==> src/hdl/tfcs_pkg.sv <==
`timescale 1ns / 1ps
`default_nettype none

package tfcs_pkg;

  localparam int MAX_COLS   = 128;
  localparam int MAX_ROWS   = 128;
  localparam int MAX_LAYERS = 4;

  localparam int COL_W   = $clog2(MAX_COLS);
  localparam int ROW_W   = $clog2(MAX_ROWS);
  localparam int LAYER_W = (MAX_LAYERS > 1) ? $clog2(MAX_LAYERS) : 1;
  localparam int ADDR_W  = COL_W + ROW_W + LAYER_W;
  localparam int DEPTH   = 2 ** ADDR_W;

  localparam int HEIGHT_W   = 16;
  localparam int CFG_IDX_W  = 2;
  localparam int CFG_DATA_W = 8;

  localparam logic [7:0] GRID_WIDTH_RST  = 8'd128;
  localparam logic [7:0] GRID_DEPTH_RST  = 8'd128;
  localparam logic [2:0] LAYER_COUNT_RST = 3'd4;

  typedef enum logic [CFG_IDX_W-1:0] {
    CFG_GRID_WIDTH  = 2'd0,
    CFG_GRID_DEPTH  = 2'd1,
    CFG_LAYER_COUNT = 2'd2
  } cfg_idx_e;

  typedef enum logic {
    OP_WRITE = 1'b0,
    OP_QUERY = 1'b1
  } op_e;

  typedef enum logic [1:0] {
    CORNER_SW = 2'd0,
    CORNER_SE = 2'd1,
    CORNER_NE = 2'd2,
    CORNER_NW = 2'd3
  } corner_e;

  typedef struct packed {
    op_e                        operation;
    logic [6:0]                 col;
    logic [6:0]                 row;
    logic [1:0]                 layer;
    logic signed [HEIGHT_W-1:0] write_value;
    logic [3:0]                 footprint_width;
    logic [3:0]                 footprint_depth;
  } req_t;

  typedef struct packed {
    logic signed [HEIGHT_W-1:0] corner_sw;
    logic signed [HEIGHT_W-1:0] corner_se;
    logic signed [HEIGHT_W-1:0] corner_ne;
    logic signed [HEIGHT_W-1:0] corner_nw;
    logic signed [HEIGHT_W-1:0] mean_height;
    logic                       bad_coordinate;
  } rsp_t;

  typedef struct packed {
    logic    clear_en;
    logic    capture;
    logic    store;
    corner_e rd_corner;
    logic    latch_sw;
    logic    latch_se;
    logic    latch_ne;
    logic    finish_zero;
    logic    finish_query;
  } ctrl_cmd_t;

  typedef struct packed {
    logic clear_done;
    logic bad;
    logic is_write;
  } dp_status_t;

endpackage

`default_nettype wire

==> src/hdl/tfcs_ctrl.sv <==
`timescale 1ns / 1ps
`default_nettype none

module tfcs_ctrl import tfcs_pkg::*; (
  input  wire logic       clk_i,
  input  wire logic       rst_ni,
  input  wire logic       start,
  input  wire dp_status_t status_i,
  output ctrl_cmd_t       cmd_o,
  output logic            busy
);

  typedef enum logic [6:0] {
    ST_CLEAR = 7'b0000001,
    ST_IDLE  = 7'b0000010,
    ST_CHECK = 7'b0000100,
    ST_RD_SE = 7'b0001000,
    ST_RD_NE = 7'b0010000,
    ST_RD_NW = 7'b0100000,
    ST_LAST  = 7'b1000000
  } state_e;

  state_e state_q, state_d;

  always_ff @(posedge clk_i or negedge rst_ni) begin
    if (!rst_ni) begin
      state_q <= ST_CLEAR;
    end else begin
      state_q <= state_d;
    end
  end

  always_comb begin
    state_d = state_q;
    cmd_o   = '0;
    cmd_o.rd_corner = CORNER_SW;
    unique case (state_q)
      ST_CLEAR: begin
        cmd_o.clear_en = 1'b1;
        if (status_i.clear_done) begin
          state_d = ST_IDLE;
        end
      end
      ST_IDLE: begin
        if (start) begin
          cmd_o.capture = 1'b1;
          state_d = ST_CHECK;
        end
      end
      ST_CHECK: begin
        priority if (status_i.bad) begin
          cmd_o.finish_zero = 1'b1;
          state_d = ST_IDLE;
        end else if (status_i.is_write) begin
          cmd_o.store       = 1'b1;
          cmd_o.finish_zero = 1'b1;
          state_d = ST_IDLE;
        end else begin
          cmd_o.rd_corner = CORNER_SW;
          state_d = ST_RD_SE;
        end
      end
      ST_RD_SE: begin
        cmd_o.rd_corner = CORNER_SE;
        cmd_o.latch_sw  = 1'b1;
        state_d = ST_RD_NE;
      end
      ST_RD_NE: begin
        cmd_o.rd_corner = CORNER_NE;
        cmd_o.latch_se  = 1'b1;
        state_d = ST_RD_NW;
      end
      ST_RD_NW: begin
        cmd_o.rd_corner = CORNER_NW;
        cmd_o.latch_ne  = 1'b1;
        state_d = ST_LAST;
      end
      ST_LAST: begin
        cmd_o.finish_query = 1'b1;
        state_d = ST_IDLE;
      end
      default: begin
        state_d = ST_IDLE;
      end
    endcase
  end

  assign busy = (state_q != ST_IDLE);

endmodule

`default_nettype wire

==> config.mk <==
export PLATFORM = sky130hd
export DESIGN_NAME = tfcs_ctrl
export DESIGN_NICKNAME = d
export VERILOG_FILES = /design/src/hdl/tfcs_pkg.sv /design/src/hdl/tfcs_ctrl.sv
export SDC_FILE = /design/constraint.sdc
export NUM_CORES = 1
export LEC_CHECK = 0
export BUFFER_PORTS_ARGS = -buffer_cell sky130_fd_sc_hd__buf_2
export CELL_PAD_IN_SITES_DETAIL_PLACEMENT = 2
export CELL_PAD_IN_SITES_GLOBAL_PLACEMENT = 2
export CORE_MARGIN = 8
export CORE_UTILIZATION = 27
export CTS_CLUSTER_SIZE = 30
export DETAILED_ROUTE_END_ITERATION = 12
export HOLD_SLACK_MARGIN = 0.12
export PLACE_DENSITY_LB_ADDON = 0.1
export SLEW_MARGIN = 20
export SYNTH_ARGS = -nofsm -noshare
export SYNTH_HDL_FRONTEND = slang
export SYNTH_SLANG_ARGS = --single-unit
==> constraint.sdc <==
create_clock -name clk_i -period 5.1 [get_ports clk_i]
set_clock_uncertainty 0.2 [all_clocks]
set_input_delay 0.51 -clock clk_i [delete_from_list [all_inputs] [get_ports clk_i]]
set_output_delay 0.51 -clock clk_i [all_outputs]
set_load 0.005 [all_outputs]
==> out/metrics.csv <==
metric;value;unit
initial core utilization;0.290;
clk buf depth;2;
Iteration-0 DRC Markers;0;
total core area;1520;sq um
max_cap viols;0;
Initial DRT Pass Iterations;1;
syn nets;54;
FF+latch count, synth;7;
Post-Route Setup TNS;0;ps
Synth cell types;24;
cell taking the most area after synthesis;dfrtp_1;
Die Ht;56.4;microns
pins over their slew limit;0;
post-CTS setup buffer count;0;
crit path kind;reg -> out;
Pwr Density;372;nW/um^2
Mapped Area;442;sq um
# IOs;17;
Critical Path Start Type;register;
Syn Inst Count;48;
max reg flops;7;
clock insertion delay at the later pin of the skew report;250;ps
R2R setup slack;3180;ps
status;finished, final reports clean;
CTS tree;yes;
final worst slack;2450;ps
CP top delay family;simple AND/OR/NAND/NOR gates;
period utilization;0.520;
r2r worst-path depth;3;
RR Startpoint;state_q[4];
total clock sinks;7;
DRC;0;
Syn. warnings;0;
crit path cell chain;or4_4 -> or4b_4 -> buf_2;
final hold violations;0;
min cycle time layout;2650;ps
CP max FO;10;
H-tree levels;1;
drt wl/cell;15.3;microns
filler cell count;179;
Crit-path slowest cell;or4_4;
first-pass GRT wire length;2160;microns
Via density;5.27;
total track usage;0.0879;
Setup-failing EPs final;0;
post-synth top area share;0.340;
CP bufs+invs;1;
RSZ-0062 raised after global routing;false;
routability cong.;0.811;
hold path start;status_i[2];
Endpoint, Worst Hold;state_q[0];
most common cell after layout, fill and taps aside;buf_2;
most flop-heavy register;state_q;
register area share after synthesis;0.399;
Worst EP arrival;1940;ps
FMAX;0.377;GHz
row count;14;
hold depth;2;
Die W;56.4;microns
# port buffers;16;
register area;176;sq um
r2r endpoint;state_q[1];
synth top area cells;dfrtp_1 (34%), nor3b_1 (8.5%), nor3_1 (7.9%);
DIE AREA;3190;sq um
Root Buffer;clkbuf_4;
maximum vdd drop;0.168;mV
most frequent cells in the layout;buf_2 (16), nor3_1 (7), nor2_1 (6), dfrtp_1 (6), nor3b_1 (5);
Crit. End Element;output port;
Req. time, crit path;4390;ps
Hold WC Path Type;in -> reg;
initial antenna violation count;0;
GR Overflow Total;0;
Largest regs;state_q (7);
Final #Nets;74;
synthesized area per cell;9.20;sq um
remaining antenna violation count;0;
area of the multi-input gates;245;sq um
Leak Pwr;0.000282;uW
fraction of layout cells with a size suffix above 1;0.373;
pre-CTS setup slack;2730;ps
n_diodes;0;
CP peak stage delay;550;ps
CTS clk-pin slew, worst paths;50;ps
P&R area growth vs syn;27.2;%
via count;437;
number of buffers created by CTS;3;
Post-Route WL;1270;microns
pin count of the biggest net entering global routing;11;
Slew headroom;0.679;
Final HPWL DP;1030;microns
worst-margin pin slew;476;ps
vias in the first global route;468;
[cell usage after synthesis, drive strengths merged]
library cell	number
or2	2
nand4b	1
nand2b	2
inv	1
or4b	2
buf	2
a311oi	1
nand3	1
xor2	1
dfrtp	6
nor2b	1
nor3b	5
o221ai	1
nor4	1
xnor2	1
and4b	1
nand3b	1
dfstp	1
nand2	3
nor2	6
nor3	7
or4	1
[report_power, final]
part / leakage, uW / switching, uW / internal [uW]
Combinational: 0.000177 / 44.1 / 41.4
Sequential: 0.0000896 / 10.3 / 63.2
Clock: 0.0000150 / 20.1 / 29.8
[worst max-delay path by stage]
stage	cells after the start	end	slack, ps	start
2_1_floorplan	3	busy	2890	state_q[4]
3_3_place_gp	3	busy	2740	state_q[4]
3_5_place_dp	3	busy	2730	state_q[4]
4_1_cts	3	busy	2440	state_q[4]
5_1_grt	3	busy	2360	state_q[4]
6_report	3	busy	2450	state_q[4]
[layer usage]
metal | vias to the layer above | global-route usage | routed length [microns]
li1 | 214 | - | -
met4 | 0 | 0.0619 | 38
met1 | 203 | 0.0941 | 581
met5 | - | 0 | 0
met3 | 5 | 0.0494 | 114
met2 | 15 | 0.127 | 534
[repair_timing]
item,in CTS,in global routing
gates resized for setup,0,0
endpoints found under the hold margin,7,0
hold buffers,1,0
[cell type report]
type,count,share of cell area
Timing Repair Buffer,17,0.160
Sequential cell,7,0.314
Clock buffer,4,0.0468
Multi-Input combinational cell,38,0.437
Tap cell,16,0.0356
Inverter,1,0.00668
[through the flow]
stage          instance area, sq um  hold WS, ps  total power, uW  std cells  utilization
2_1_floorplan                   442         14.4              131         48            -
6_report                        562          210              209         83        0.369
5_1_grt                         562          199              226         83        0.369
3_3_place_gp                    526          159              160         78        0.345
4_1_cts                         562          200              214         83        0.369
3_5_place_dp                    526          150              160         78        0.345
[logic make-up (layout without fill, tap and decap cells)]
logic type,Yosys count,in the layout,share of synthesized area
DFF,7,7,0.399
xor gates and xnor gates,2,2,0.0397
and+or+nand+nor,34,34,0.476
AOI/OAI and AO/OA,2,2,0.0397
buffers and inverters,3,22,0.0453
Power figures use the tool's default switching activity.
